--- src/sv/dfb_pkg.sv ---
// ----------------------------------------------------------------------------
// dfb_pkg
// shared types and constants of the decimating framebuffer blitter
// ----------------------------------------------------------------------------
package dfb_pkg;

  // side lengths, counters and steps are 12 bits wide
  localparam int SIDE_W   = 12;
  localparam int WIDE_W   = SIDE_W + 1;
  localparam int INDEX_W  = 2 * SIDE_W;
  localparam int CHANNELS = 3;
  localparam int LANES    = 4;
  localparam int LANE_W   = 2;

  localparam int CFG_DATA_W  = 24;
  localparam int CFG_INDEX_W = 3;

  localparam int QUEUE_DEPTH_DEFAULT = 4;

  typedef logic [SIDE_W-1:0] side_t;
  typedef logic [WIDE_W-1:0] wide_t;

  localparam side_t SIDE_ONE = side_t'(1);
  // largest step the fit search may reach
  localparam side_t MAX_STEP = side_t'(4095);

  localparam logic [2:0] BPP_MIN = 3'd3;
  localparam logic [2:0] BPP_MAX = 3'd4;

  // item commands
  localparam logic CMD_START = 1'b0;
  localparam logic CMD_DATA  = 1'b1;

  // register indexes of the write port
  typedef enum logic [CFG_INDEX_W-1:0] {
    CFG_AUTO_FIT,
    CFG_SOURCE_SIZE,
    CFG_BYTES_PER_PIXEL,
    CFG_SCREEN_SIZE,
    CFG_MANUAL_SCALE,
    CFG_MANUAL_ORIGIN,
    CFG_CHANNEL_LANES
  } cfg_index_e;

  // frame setup sequencer
  typedef enum logic [2:0] {
    ST_IDLE,
    ST_FIT_W,
    ST_FIT_H,
    ST_KEEP_W,
    ST_KEEP_H
  } setup_state_t;

  typedef struct packed {
    logic                   auto_fit;
    logic [INDEX_W-1:0]     source_size;
    logic [2:0]             bytes_per_pixel;
    logic [INDEX_W-1:0]     screen_size;
    logic [INDEX_W-1:0]     manual_scale;
    logic [INDEX_W-1:0]     manual_origin;
    logic [CHANNELS*LANE_W-1:0] channel_lanes;
  } cfg_t;

  typedef struct packed {
    logic       command;
    logic [7:0] source_byte;
  } in_item_t;

  typedef struct packed {
    logic [INDEX_W-1:0] word_index;
    logic [31:0]        write_data;
    logic [LANES-1:0]   byte_enable;
  } out_item_t;

  // one kept on-screen pixel, queued between front and back
  typedef struct packed {
    side_t                     x;
    side_t                     y;
    logic [CHANNELS-1:0][7:0]  channel;
  } job_t;

  typedef struct packed {
    logic busy;
    logic push;
  } front_status_t;

endpackage

--- src/sv/dfb_divider.sv ---
// ----------------------------------------------------------------------------
// dfb_divider
// restoring divider, one quotient bit per cycle
// ----------------------------------------------------------------------------
module dfb_divider (
  input  logic          clk,
  input  logic          rst,
  input  logic          start,
  input  dfb_pkg::side_t dividend,
  input  dfb_pkg::wide_t divisor,
  output logic          busy,
  output logic          done,
  output dfb_pkg::side_t quotient
);
  import dfb_pkg::*;

  localparam int CNT_W = $clog2(SIDE_W);
  localparam logic [CNT_W-1:0] CNT_LAST = CNT_W'(SIDE_W - 1);

  logic [CNT_W-1:0] count;
  wide_t            rem;
  wide_t            dvs;
  side_t            dvd;
  side_t            quo;
  wide_t            trial;
  logic             take;
  wide_t            rem_next;

  // remainder stays below the divisor, so its low bits hold it
  assign trial    = {rem[SIDE_W-1:0], dvd[SIDE_W-1]};
  assign take     = trial >= dvs;
  assign rem_next = take ? trial - dvs : trial;
  assign quotient = quo;

  always_ff @(posedge clk) begin
    if (rst) begin
      busy <= 1'b0;
      done <= 1'b0;
    end else begin
      done <= 1'b0;
      if (start && !busy) begin
        busy <= 1'b1;
      end else if (busy && count == CNT_LAST) begin
        busy <= 1'b0;
        done <= 1'b1;
      end
    end
  end

  always_ff @(posedge clk) begin
    if (start && !busy) begin
      count <= '0;
      rem   <= '0;
      dvd   <= dividend;
      dvs   <= divisor;
    end else if (busy) begin
      count <= count + CNT_W'(1);
      rem   <= rem_next;
      dvd   <= {dvd[SIDE_W-2:0], 1'b0};
      quo   <= {quo[SIDE_W-2:0], take};
    end
  end

endmodule

--- src/sv/dfb_front.sv ---
// ----------------------------------------------------------------------------
// dfb_front
// accepts items, runs frame setup, tracks raster position, picks kept pixels
// ----------------------------------------------------------------------------
module dfb_front (
  input  logic                  clk,
  input  logic                  rst,
  input  dfb_pkg::cfg_t         cfg,
  input  logic                  item_valid,
  output logic                  item_stall,
  input  dfb_pkg::in_item_t     item,
  input  logic                  queue_full,
  output dfb_pkg::front_status_t status,
  output dfb_pkg::job_t         job
);
  import dfb_pkg::*;

  localparam logic [1:0] BYTE_FIRST  = 2'd0;
  localparam logic [1:0] BYTE_SECOND = 2'd1;
  localparam logic [1:0] BYTE_THIRD  = 2'd2;

  setup_state_t state, state_next;

  // raster position
  logic [1:0] byte_in_pixel;
  side_t      source_column, source_row;
  side_t      col_phase, col_quot, row_phase, row_quot;
  logic [15:0] held_bytes;

  // frame parameters
  side_t step_x, step_y, origin_x, origin_y, kept_columns, kept_rows;

  // setup operands, captured at start
  side_t snap_sw, snap_sh, snap_dw, snap_dh;
  logic  snap_auto;
  side_t fit_q;

  side_t sw, sh, dw, dh;
  side_t scale_x, scale_y;
  logic  accept, start_go, data_go;
  logic [2:0] bpp_eff;
  logic [2:0] byte_inc;
  logic  pixel_end, row_end;
  wide_t col_inc;
  side_t col_phase_inc, row_phase_inc;
  wide_t x_sum, y_sum;
  logic  keep;

  logic  div_start, div_busy, div_done;
  side_t div_dividend, div_quotient;
  wide_t div_divisor;
  side_t fit_max, fit_step;
  side_t half_d, half_k, centered;

  assign sw = cfg.source_size[SIDE_W-1:0];
  assign sh = cfg.source_size[INDEX_W-1:SIDE_W];
  assign dw = cfg.screen_size[SIDE_W-1:0];
  assign dh = cfg.screen_size[INDEX_W-1:SIDE_W];
  assign scale_x = cfg.manual_scale[SIDE_W-1:0];
  assign scale_y = cfg.manual_scale[INDEX_W-1:SIDE_W];

  assign item_stall = (state != ST_IDLE) || queue_full;
  assign accept     = item_valid && !item_stall;
  assign start_go   = accept && (item.command == CMD_START);
  assign data_go    = accept && (item.command == CMD_DATA) && (source_row < sh);

  always_comb begin
    if (cfg.bytes_per_pixel < BPP_MIN) begin
      bpp_eff = BPP_MIN;
    end else if (cfg.bytes_per_pixel > BPP_MAX) begin
      bpp_eff = BPP_MAX;
    end else begin
      bpp_eff = cfg.bytes_per_pixel;
    end
  end

  assign byte_inc  = {1'b0, byte_in_pixel} + 3'd1;
  assign pixel_end = byte_inc >= bpp_eff;
  assign col_inc   = {1'b0, source_column} + WIDE_W'(1);
  assign row_end   = col_inc >= {1'b0, sw};
  assign col_phase_inc = col_phase + SIDE_ONE;
  assign row_phase_inc = row_phase + SIDE_ONE;

  // destination of the current pixel, valid when both phases are zero
  assign x_sum = {1'b0, col_quot} + {1'b0, origin_x};
  assign y_sum = {1'b0, row_quot} + {1'b0, origin_y};
  assign keep  = (byte_in_pixel == BYTE_THIRD) && (col_phase == '0) && (row_phase == '0) &&
                 (col_quot < kept_columns) && (row_quot < kept_rows) &&
                 (x_sum < {1'b0, dw}) && (y_sum < {1'b0, dh});

  assign status.push = data_go && keep;
  assign status.busy = state != ST_IDLE;

  assign job.x       = x_sum[SIDE_W-1:0];
  assign job.y       = y_sum[SIDE_W-1:0];
  assign job.channel = {item.source_byte, held_bytes[15:8], held_bytes[7:0]};

  // ---- setup sequencer ----

  always_comb begin
    state_next = state;
    case (state)
      ST_IDLE: begin
        if (start_go) begin
          state_next = cfg.auto_fit ? ST_FIT_W : ST_KEEP_W;
        end
      end
      ST_FIT_W: begin
        if (div_done) state_next = ST_FIT_H;
      end
      ST_FIT_H: begin
        if (div_done) state_next = ST_KEEP_W;
      end
      ST_KEEP_W: begin
        if (div_done) state_next = ST_KEEP_H;
      end
      ST_KEEP_H: begin
        if (div_done) state_next = ST_IDLE;
      end
      default: state_next = ST_IDLE;
    endcase
  end

  always_comb begin
    div_start    = (state != ST_IDLE) && !div_busy && !div_done;
    div_dividend = '0;
    div_divisor  = WIDE_W'(1);
    half_d       = '0;
    case (state)
      ST_FIT_W: begin
        div_dividend = snap_sw;
        div_divisor  = {1'b0, snap_dw} + WIDE_W'(1);
      end
      ST_FIT_H: begin
        div_dividend = snap_sh;
        div_divisor  = {1'b0, snap_dh} + WIDE_W'(1);
      end
      ST_KEEP_W: begin
        div_dividend = (snap_auto || snap_sw < snap_dw) ? snap_sw : snap_dw;
        div_divisor  = {1'b0, step_x};
        half_d       = snap_dw >> 1;
      end
      ST_KEEP_H: begin
        div_dividend = (snap_auto || snap_sh < snap_dh) ? snap_sh : snap_dh;
        div_divisor  = {1'b0, step_y};
        half_d       = snap_dh >> 1;
      end
      default: begin
        div_start = 1'b0;
      end
    endcase
  end

  // smallest fitting step is one more than the larger of the two quotients
  assign fit_max  = (div_quotient > fit_q) ? div_quotient : fit_q;
  assign fit_step = (fit_max == MAX_STEP) ? MAX_STEP : fit_max + SIDE_ONE;
  assign half_k   = div_quotient >> 1;
  assign centered = (half_d >= half_k) ? half_d - half_k : '0;

  dfb_divider u_divider (
    .clk      (clk),
    .rst      (rst),
    .start    (div_start),
    .dividend (div_dividend),
    .divisor  (div_divisor),
    .busy     (div_busy),
    .done     (div_done),
    .quotient (div_quotient)
  );

  always_ff @(posedge clk) begin
    if (rst) begin
      state         <= ST_IDLE;
      byte_in_pixel <= '0;
      source_column <= '0;
      source_row    <= '0;
      col_phase     <= '0;
      col_quot      <= '0;
      row_phase     <= '0;
      row_quot      <= '0;
      held_bytes    <= '0;
      step_x        <= SIDE_ONE;
      step_y        <= SIDE_ONE;
      origin_x      <= '0;
      origin_y      <= '0;
      kept_columns  <= '0;
      kept_rows     <= '0;
    end else begin
      state <= state_next;

      if (start_go) begin
        byte_in_pixel <= '0;
        source_column <= '0;
        source_row    <= '0;
        col_phase     <= '0;
        col_quot      <= '0;
        row_phase     <= '0;
        row_quot      <= '0;
        held_bytes    <= '0;
        if (!cfg.auto_fit) begin
          step_x   <= (scale_x == '0) ? SIDE_ONE : scale_x;
          step_y   <= (scale_y == '0) ? SIDE_ONE : scale_y;
          origin_x <= cfg.manual_origin[SIDE_W-1:0];
          origin_y <= cfg.manual_origin[INDEX_W-1:SIDE_W];
        end
      end

      if (div_done) begin
        case (state)
          ST_FIT_H: begin
            step_x <= fit_step;
            step_y <= fit_step;
          end
          ST_KEEP_W: begin
            kept_columns <= div_quotient;
            if (snap_auto) origin_x <= centered;
          end
          ST_KEEP_H: begin
            kept_rows <= div_quotient;
            if (snap_auto) origin_y <= centered;
          end
          default: begin
          end
        endcase
      end

      if (data_go) begin
        if (byte_in_pixel == BYTE_FIRST) begin
          held_bytes <= {8'h00, item.source_byte};
        end else if (byte_in_pixel == BYTE_SECOND) begin
          held_bytes <= held_bytes | {item.source_byte, 8'h00};
        end
        if (pixel_end) begin
          byte_in_pixel <= '0;
          if (row_end) begin
            source_column <= '0;
            col_phase     <= '0;
            col_quot      <= '0;
            source_row    <= source_row + SIDE_ONE;
            if (row_phase_inc == step_y) begin
              row_phase <= '0;
              row_quot  <= row_quot + SIDE_ONE;
            end else begin
              row_phase <= row_phase_inc;
            end
          end else begin
            source_column <= col_inc[SIDE_W-1:0];
            if (col_phase_inc == step_x) begin
              col_phase <= '0;
              col_quot  <= col_quot + SIDE_ONE;
            end else begin
              col_phase <= col_phase_inc;
            end
          end
        end else begin
          byte_in_pixel <= byte_in_pixel + 2'd1;
        end
      end
    end
  end

  always_ff @(posedge clk) begin
    if (start_go) begin
      snap_sw   <= sw;
      snap_sh   <= sh;
      snap_dw   <= dw;
      snap_dh   <= dh;
      snap_auto <= cfg.auto_fit;
    end
    if (div_done && state == ST_FIT_W) begin
      fit_q <= div_quotient;
    end
  end

endmodule

--- src/sv/dfb_queue.sv ---
// ----------------------------------------------------------------------------
// dfb_queue
// small register queue of pixel jobs between front and back
// ----------------------------------------------------------------------------
module dfb_queue #(
  parameter int DEPTH = dfb_pkg::QUEUE_DEPTH_DEFAULT
) (
  input  logic          clk,
  input  logic          rst,
  input  logic          push,
  input  dfb_pkg::job_t push_job,
  output logic          full,
  input  logic          pop,
  output logic          head_valid,
  output dfb_pkg::job_t head_job
);
  import dfb_pkg::*;

  localparam int PTR_W = $clog2(DEPTH);
  localparam int CNT_W = $clog2(DEPTH + 1);
  localparam logic [PTR_W-1:0] PTR_LAST = PTR_W'(DEPTH - 1);

  job_t             entries [DEPTH];
  logic [PTR_W-1:0] wr_ptr, rd_ptr;
  logic [CNT_W-1:0] count;
  logic             do_push, do_pop;

  assign full       = count == CNT_W'(DEPTH);
  assign head_valid = count != '0;
  assign head_job   = entries[rd_ptr];
  assign do_push    = push && !full;
  assign do_pop     = pop && head_valid;

  always_ff @(posedge clk) begin
    if (rst) begin
      wr_ptr <= '0;
      rd_ptr <= '0;
      count  <= '0;
    end else begin
      if (do_push) wr_ptr <= (wr_ptr == PTR_LAST) ? '0 : wr_ptr + PTR_W'(1);
      if (do_pop)  rd_ptr <= (rd_ptr == PTR_LAST) ? '0 : rd_ptr + PTR_W'(1);
      if (do_push && !do_pop) begin
        count <= count + CNT_W'(1);
      end else if (do_pop && !do_push) begin
        count <= count - CNT_W'(1);
      end
    end
  end

  always_ff @(posedge clk) begin
    if (do_push) entries[wr_ptr] <= push_job;
  end

endmodule

--- src/sv/dfb_back.sv ---
// ----------------------------------------------------------------------------
// dfb_back
// word index multiply and byte lane placement, two register stages
// ----------------------------------------------------------------------------
module dfb_back (
  input  logic                 clk,
  input  logic                 rst,
  input  dfb_pkg::side_t       screen_width,
  input  logic [dfb_pkg::CHANNELS*dfb_pkg::LANE_W-1:0] channel_lanes,
  input  logic                 head_valid,
  input  dfb_pkg::job_t        head_job,
  output logic                 pop,
  output logic                 pixel_valid,
  input  logic                 pixel_stall,
  output dfb_pkg::out_item_t   pixel
);
  import dfb_pkg::*;

  logic [LANES-1:0][7:0] lane_data;
  logic [LANES-1:0]      lane_en;
  logic [INDEX_W-1:0]    row_base;

  logic                  s1_valid;
  logic [INDEX_W-1:0]    s1_base;
  side_t                 s1_x;
  logic [31:0]           s1_data;
  logic [LANES-1:0]      s1_en;

  logic                  s1_load, out_load;

  // later channels win a shared lane
  always_comb begin
    lane_data = '0;
    lane_en   = '0;
    for (int k = 0; k < CHANNELS; k++) begin
      lane_data[channel_lanes[LANE_W*k +: LANE_W]] = head_job.channel[k];
      lane_en[channel_lanes[LANE_W*k +: LANE_W]]   = 1'b1;
    end
  end

  assign row_base = screen_width * head_job.y;

  assign out_load = s1_valid && (!pixel_valid || !pixel_stall);
  assign s1_load  = head_valid && (!s1_valid || out_load);
  assign pop      = s1_load;

  always_ff @(posedge clk) begin
    if (rst) begin
      s1_valid    <= 1'b0;
      pixel_valid <= 1'b0;
    end else begin
      if (s1_load) begin
        s1_valid <= 1'b1;
      end else if (out_load) begin
        s1_valid <= 1'b0;
      end
      if (out_load) begin
        pixel_valid <= 1'b1;
      end else if (!pixel_stall) begin
        pixel_valid <= 1'b0;
      end
    end
  end

  always_ff @(posedge clk) begin
    if (s1_load) begin
      s1_base <= row_base;
      s1_x    <= head_job.x;
      s1_data <= lane_data;
      s1_en   <= lane_en;
    end
    if (out_load) begin
      pixel.word_index  <= s1_base + {{(INDEX_W-SIDE_W){1'b0}}, s1_x};
      pixel.write_data  <= s1_data;
      pixel.byte_enable <= s1_en;
    end
  end

endmodule

--- src/sv/decimating_framebuffer_blitter.sv ---
// ----------------------------------------------------------------------------
// decimating_framebuffer_blitter
// raster byte stream in, decimated 32-bit framebuffer word writes out
// ----------------------------------------------------------------------------
//
//   channel   signals                          moves
//   -------   ------------------------------   -------------------------------
//   config    cfg_we, cfg_index, cfg_data      register write, no back-pressure
//   item      item_valid, item_stall, item     start command or one source byte
//   pixel     pixel_valid, pixel_stall, pixel  one framebuffer word write
//
// the front takes in a data byte at its transfer; a kept pixel is written to
// the job queue at the transfer of its third byte, then passes the multiply
// register and the add register to the pixel port, held back by pixel_stall
// a start command runs frame setup on one shared 12-step divider: four
// divisions in auto-fit mode, two in manual mode;
// item_stall stays high while frame setup runs
// item_stall also rises while the job queue is full
// synchronous reset clears the registers to their defaults and the frame
// state to "nothing kept"; no clearing pass is needed
//
module decimating_framebuffer_blitter #(
  parameter int QUEUE_DEPTH = dfb_pkg::QUEUE_DEPTH_DEFAULT
) (
  input  logic                                clk,
  input  logic                                rst,
  input  logic                                cfg_we,
  input  logic [dfb_pkg::CFG_INDEX_W-1:0]     cfg_index,
  input  logic [dfb_pkg::CFG_DATA_W-1:0]      cfg_data,
  input  logic                                item_valid,
  output logic                                item_stall,
  input  dfb_pkg::in_item_t                   item,
  output logic                                pixel_valid,
  input  logic                                pixel_stall,
  output dfb_pkg::out_item_t                  pixel
);
  import dfb_pkg::*;

  cfg_t          cfg;
  front_status_t front_status;
  job_t          front_job;
  logic          queue_full;
  logic          head_valid;
  job_t          head_job;
  logic          back_pop;

  // register bank; the user must write it only while the block is idle, the block does not enforce this
  always_ff @(posedge clk) begin
    if (rst) begin
      cfg.auto_fit        <= 1'b0;
      cfg.source_size     <= '0;
      cfg.bytes_per_pixel <= BPP_MIN;
      cfg.screen_size     <= '0;
      cfg.manual_scale    <= INDEX_W'(4097);  // unit step in both directions
      cfg.manual_origin   <= '0;
      cfg.channel_lanes   <= 6'd36;           // bytes to lanes 0, 1, 2
    end else if (cfg_we) begin
      case (cfg_index)
        CFG_AUTO_FIT:        cfg.auto_fit        <= cfg_data[0];
        CFG_SOURCE_SIZE:     cfg.source_size     <= cfg_data[INDEX_W-1:0];
        CFG_BYTES_PER_PIXEL: cfg.bytes_per_pixel <= cfg_data[2:0];
        CFG_SCREEN_SIZE:     cfg.screen_size     <= cfg_data[INDEX_W-1:0];
        CFG_MANUAL_SCALE:    cfg.manual_scale    <= cfg_data[INDEX_W-1:0];
        CFG_MANUAL_ORIGIN:   cfg.manual_origin   <= cfg_data[INDEX_W-1:0];
        CFG_CHANNEL_LANES:   cfg.channel_lanes   <= cfg_data[CHANNELS*LANE_W-1:0];
        default: begin
        end
      endcase
    end
  end

  // front: item intake, frame setup, raster tracking, keep decision
  dfb_front u_front (
    .clk        (clk),
    .rst        (rst),
    .cfg        (cfg),
    .item_valid (item_valid),
    .item_stall (item_stall),
    .item       (item),
    .queue_full (queue_full),
    .status     (front_status),
    .job        (front_job)
  );

  // decouples the byte-rate front from the output side
  dfb_queue #(
    .DEPTH (QUEUE_DEPTH)
  ) u_queue (
    .clk        (clk),
    .rst        (rst),
    .push       (front_status.push),
    .push_job   (front_job),
    .full       (queue_full),
    .pop        (back_pop),
    .head_valid (head_valid),
    .head_job   (head_job)
  );

  // back: word index and lane placement; screen width and lanes are live
  dfb_back u_back (
    .clk           (clk),
    .rst           (rst),
    .screen_width  (cfg.screen_size[SIDE_W-1:0]),
    .channel_lanes (cfg.channel_lanes),
    .head_valid    (head_valid),
    .head_job      (head_job),
    .pop           (back_pop),
    .pixel_valid   (pixel_valid),
    .pixel_stall   (pixel_stall),
    .pixel         (pixel)
  );

  // no item transfer while frame setup runs
  a_setup_blocks_items: assert property (@(posedge clk) disable iff (rst)
    front_status.busy |-> item_stall)
    else $error("item transfer during frame setup");

  // a start transfer always enters frame setup
  a_start_enters_setup: assert property (@(posedge clk) disable iff (rst)
    (item_valid && !item_stall && item.command == CMD_START) |=> front_status.busy)
    else $error("start command did not begin frame setup");

  // the front never offers a job the queue cannot hold
  a_push_has_room: assert property (@(posedge clk) disable iff (rst)
    front_status.push |-> !queue_full)
    else $error("pixel job pushed into a full queue");

  // every word write enables at least one lane
  a_lanes_enabled: assert property (@(posedge clk) disable iff (rst)
    pixel_valid |-> (pixel.byte_enable != '0))
    else $error("pixel write with no byte lane enabled");

endmodule

--- config.mk ---
export PLATFORM = sky130hd
export DESIGN_NAME = decimating_framebuffer_blitter
export DESIGN_NICKNAME = d
export VERILOG_FILES = /design/src/sv/dfb_pkg.sv /design/src/sv/dfb_divider.sv /design/src/sv/dfb_front.sv /design/src/sv/dfb_queue.sv /design/src/sv/dfb_back.sv /design/src/sv/decimating_framebuffer_blitter.sv
export SDC_FILE = /design/constraint.sdc
export NUM_CORES = 2
export LEC_CHECK = 0
export BUFFER_PORTS_ARGS = -buffer_cell sky130_fd_sc_hd__buf_4
export CORE_ASPECT_RATIO = 1.5
export CORE_UTILIZATION = 40
export DETAILED_ROUTE_END_ITERATION = 16
export GPL_TIMING_DRIVEN = 0
export HOLD_SLACK_MARGIN = 0.06
export SLEW_MARGIN = 30
export SYNTH_ARGS = -nofsm -noshare
export SYNTH_HDL_FRONTEND = slang
export SYNTH_SLANG_ARGS = --single-unit
--- constraint.sdc ---
create_clock -name clk -period 9.2 [get_ports clk]
set_input_delay 0.46 -clock clk [delete_from_list [all_inputs] [get_ports clk]]
set_output_delay 0.46 -clock clk [all_outputs]
set_load 0.03 [all_outputs]
* Word level (Yosys, flattened, before mapping) *
Memory sizes are Yosys's and may differ from the RTL's. A register that Yosys moved wholly into a read port is not among the register bits.
Cells that the tools add are included.

word-level totals
  register bits after elaboration = 528
  bits in latches = 0
  RAM bits = 192
  bits in read-only memories = 0
  memories = 1

memory list
  memory           words  bits a word  rd ports  clocked after Yosys merged registers in  wr ports  RTL line         text
  u_queue.entries  4      48           1         1                                        1         dfb_queue.sv:23  job_t entries [DEPTH];

cells by class
  add/subtract/negate cells = 21
  $mul = 1
  divide/modulo/power cells = 0
  order comparisons = 20
  eq/ne operators = 25
  shift operators = 0
  multiplexer cells = 105
  bitwise logic cells = 6
  reductions and logical operators = 66

operator list
  operator                                        number
  two-way mux 12 bit                              56
  adder 12 x 1 -> 12 bit (second input constant)  6
  bitwise mux 32 bit                              2
  two-way mux 16 bit                              4
  less-than comparator 12 bit                     5
  case mux 13 bit (4 select lines)                1
  demux 8 bit (select 2 bit)                      3
  logical NOT 12 bit                              4
  case mux 12 bit (4 select lines)                1
  adder 12 x 1 -> 13 bit (second input constant)  3
  bitwise AND 32 bit                              1
  two-way mux 3 bit                               9
  adder 12 x 12 -> 13 bit                         2
  less-than comparator 13 x 12 -> 1 bit           2
  logical AND 1 bit                               25
  adder 24 x 12 -> 24 bit                         1
  equality test 12 bit                            2
  multiplier 12 x 12 -> 24 bit                    1
  two-way mux 8 bit                               3
  case mux 11 bit (2 select lines)                1
  AND reduction 2 bit                             10
  two-way mux 2 bit                               8
  bitwise OR 16 bit                               1
  equality test 3 bit (second input constant)     5
  other kinds (38)                                88

* Depth between registers and ports, before layout *
  depth in word-level cells = 13
  gate-level depth with buffers = 24
  gate-level depth less buffers = 24

* By module *
A second synthesis with hierarchy kept.

unflattened totals
  cell total of the unflattened synthesis = 3749
  area, all modules = 40355.0 um^2

by module, submodules not included
  module                          instances  cells each  area an instance (um^2)  sequential area each (um^2)
  dfb_front                       1          1869        15583.7                  5134.9
  dfb_back                        1          950         10284.9                  4003.8
  dfb_queue                       1          300         7415.9                   5945.7
  decimating_framebuffer_blitter  1          388         4337.9                   2122.0
  dfb_divider                     1          242         2732.6                   1471.4

* Worst setup path after synthesis *
No wires, ideal clock.

  path type = register to register
  start point = register (tool-made name)
  end point = register u_back.s1_base[23], data pin
  data arrival time = 5.913 ns
  required time = 8.940 ns
  setup slack = 3.027 ns
  cell stages (with the launch flop) = 22
  buffers on the path = 2
  clock period less this slack = 6.173 ns
  cell sequence = dfxtp_1 buf_1 mux4_2 clkbuf_1 and2_1 fa_1 inv_1 fa_1 inv_1 fa_1 fa_1 inv_1 fa_1 inv_1 ha_1 and3_1 o211ai_1 a311oi_1 nor3_1 o41ai_1 a21oi_1 xnor2_1

RTL lines
  what                    RTL line        text
  end signal: assignment  dfb_back.sv:67  s1_base <= row_base;
  end: declaration        dfb_back.sv:24  logic [INDEX_W-1:0] s1_base;

==> out/results.txt <==
setup TNS: 0 ns
clock buffer depth: 3
row cnt: 140
WHS Path Cells: 3
clock sinks: 720
ys flop type: edfxtp_1
Max-cap violations: 0
Simple-Gate Fraction of Synth Area: 14.4%
total routed wirelength: 126000 µm
cts repair resizes: 0
IO Count: 103
met3 routed WL: 6490 µm
initial antenna violation count: 1
average wire per standard cell: 23.4 µm
gp weighted congestion: 0.994
nets: 4433
Worst path max stage delay: 0.69 ns
number of global-route vias before repair: 29.8k
slowest CP cell: clkbuf_1
Sw Share: 31.7%
highest ir drop seen on vdd: 0.136 mV
Routed met2 length: 63900 µm
final period utilization: 75.7%
area of the core: 97600 µm²
DP Worst Slack: 2.20 ns
Final WS setup: 2.24 ns
Root Buffer: clkbuf_16
hpwl dp: 96200 µm
largest net degree at the start of global routing: 37
Final Hold Fails: 0
xor/xnor share of the synthesized area: 3.12%
Combinational Power Share: 24.1%
die span in x: 259 µm
Arrival @ worst endpoint: 7.37 ns
static leakage: 0.0170 µW
crit path time final: 6.96 ns
cell accounting for the most synthesized area: edfxtp_1
Syn Nets: 4234
antenna cells: 0
Inserted Clock Buffers: 73
Slew @ Worst Pin: 1.04 ns
I/O Buffers: 101
skew final: 0.0463 ns
fraction of layout cells with a size suffix above 1: 8.49%
Post-synth EDFFs: 422
Int Power: 6670 µW
Hold Crit Class: input port to register
CTS tree: built
CP endpoint kind: register
cts hold-fix bufs: 10
Final Max Tran Viols: 0
DR iter-0 viols: 2357
Worst slew margin: 30.1%
GR Overflow Total: 0
main area contributors after synthesis: edfxtp_1 (32%), dfxtp_1 (15%), ha_1 (7.8%)
antenna viol nets, final: 0
fmax: 0.144 GHz
Layout area overhead: 13.7%
final setup violating endpoints: 0
largest family of logic cells by synthesized area: simple AND/OR/NAND/NOR gates
critical-path cell list: clkbuf_1 > mux4_2 > clkbuf_1 > nand2_1 > fa_1 > fa_1 > fa_1 > inv_1 > fa_1 > inv_1 > fa_1 > inv_1 > ha_1 > o211ai_1 > nand2_1 > o211ai_1 > a311oi_1 > nor3_1 > o41ai_1 > a21oi_1 > xnor2_1
#FFs+latches synth: 720
setup bufs post-CTS: 0
Yosys warnings: 0
Vert. Die Dim: 387 µm
Synth Cell Area: 39600 µm²
max layer used: met5
Initial Util: 40.6%
via count: 30.2k
most frequent cells after synthesis: nand2_1 (560), edfxtp_1 (422), inv_1 (321)
sequential share of power: 42.8%
crit-path max FO: 10
RSZ-0062 raised after global routing: no
share of the synthesized area in the top cell type: 32.0%
kind of critical path: register to register
die area: 100000 µm²
Avg Cell Area, Syn: 10.3 µm²
Initial DRT Pass Iterations: 6
Clock Power Share: 33.1%
status: finished, final reports clean
Seq/Total Area, Yosys: 47.1%
vias per inst: 5.62
Total Routing Usage GR: 25.1%
M1 WL: 46200 µm
PwrDens: 217 nW/µm²
mux cell area share after synthesis: 4.75%
global-route wire length before repair: 186000 µm
critical path startpoint category: register
Adder-Cell Fraction of Synth Area: 13.2%
WP data required: 9.61 ns
Worst-path clk slew: 0.07 ns
cells after synthesis: 3840
Clk Latency, worst-skew pair: 0.69 ns
Net Sw Power: 3090 µW
Worst path most repeated cell: fa_1
R2R depth: 21
synth unique cells: 88
ys async rst share: 0%
Synth Area in Compound Gates: 12.6%
cell with the most instances after synthesis: nand2_1
H-tree levels: 3
# DRC: 0
-- power by group through the flow --
stage	logic [µW]	clock network, µW	registers [µW]
after floorplan	1350	0	4430
after global placement	2240	0	4330
after detailed placement	2350	0	4260
after CTS	2370	3300	4190
after global routing	2560	3420	4220
final	2350	3230	4180
-- logic make-up after synthesis --
family,after synthesis
and+or+nand+nor,1228
AOI/OAI and AO/OA,766
buffers and inverters,505
DFF,720
muxes,127
adders and majority gates,353
xor gates and xnor gates,141
-- sequential cells by signal, indices dropped and copies added (netlist names), 13 cells and up, named ones only --
| name | cells |
|---|---|
| u_back.s1_base | 24 |
| u_front.held_bytes | 16 |
| u_queue.entries | 192 |
| u_back.s1_data | 32 |
| u_front.u_divider.dvs | 13 |
| u_back.pixel | 60 |
| cfg | 104 |
-- critical path: cells and delay by family (launching register included) --
| family | cells | cell delay [ns] |
|---|---|---|
| fa+ha+maj | 6 | 2.81 |
| compound gates | 5 | 1.34 |
| buf+inv | 5 | 1.26 |
| mux | 1 | 0.39 |
| simple gates | 3 | 0.39 |
| flops | 1 | 0.34 |
| xor+xnor | 1 | 0.14 |
-- metal layers --
metal,vias to the layer above,global-route usage [%]
li1,14100,-
met1,14800,27.8
met2,956,44.5
met3,331,3.63
met4,2,16.3
met5,-,0
-- path summary, 6_finish.rpt --
path                   startpoint                 end  slack [ns]
setup reg to reg         register  u_back.s1_base[23]        2.24
hold / removal       cfg_data[16]             cfg[70]        0.11
hold reg to reg   u_back.s1_en[2]     u_back.pixel[2]        0.41
setup / recovery         register  u_back.s1_base[23]        2.24
-- final cells by class --
class	count	area, µm²
fillers	9142	52600
multi-input cells	2615	19100
flip-flops and latches	720	18600
clock buffers	88	1950
well taps	1278	1600
inverters	322	1210
repair buffers	124	1100
plain buffers	183	731
clock inverters	48	663
-- cell usage in the layout, fill, tap and decap left out, types with 67 or more instances in the layout --
cell type,synthesis,layout
nand2_1,560,560
edfxtp_1,422,422
inv_1,321,321
dfxtp_1,298,298
a21oi_1,258,258
ha_1,247,247
nor2_1,196,195
clkbuf_1,155,162
o21ai_0,126,125
nand3_1,120,120
xnor2_1,106,106
fa_1,106,106
buf_4,2,103
clkbuf_16,0,74
mux2i_1,73,73
and2_1,71,67
-- per-stage QoR --
stage	cells	util [%]	power (µW)	hold WS (ns)	instance area (µm²)
after floorplan	3840	-	5780	0.400	39600
after global placement	5219	43.0	6570	0.404	41900
after detailed placement	5232	43.3	6610	0.405	42300
after CTS	5378	46.1	9860	0.0604	45000
after global routing	5378	46.1	10200	0.0825	45000
final	5378	46.1	9760	0.109	45000
Power figures use the tool's default switching activity.
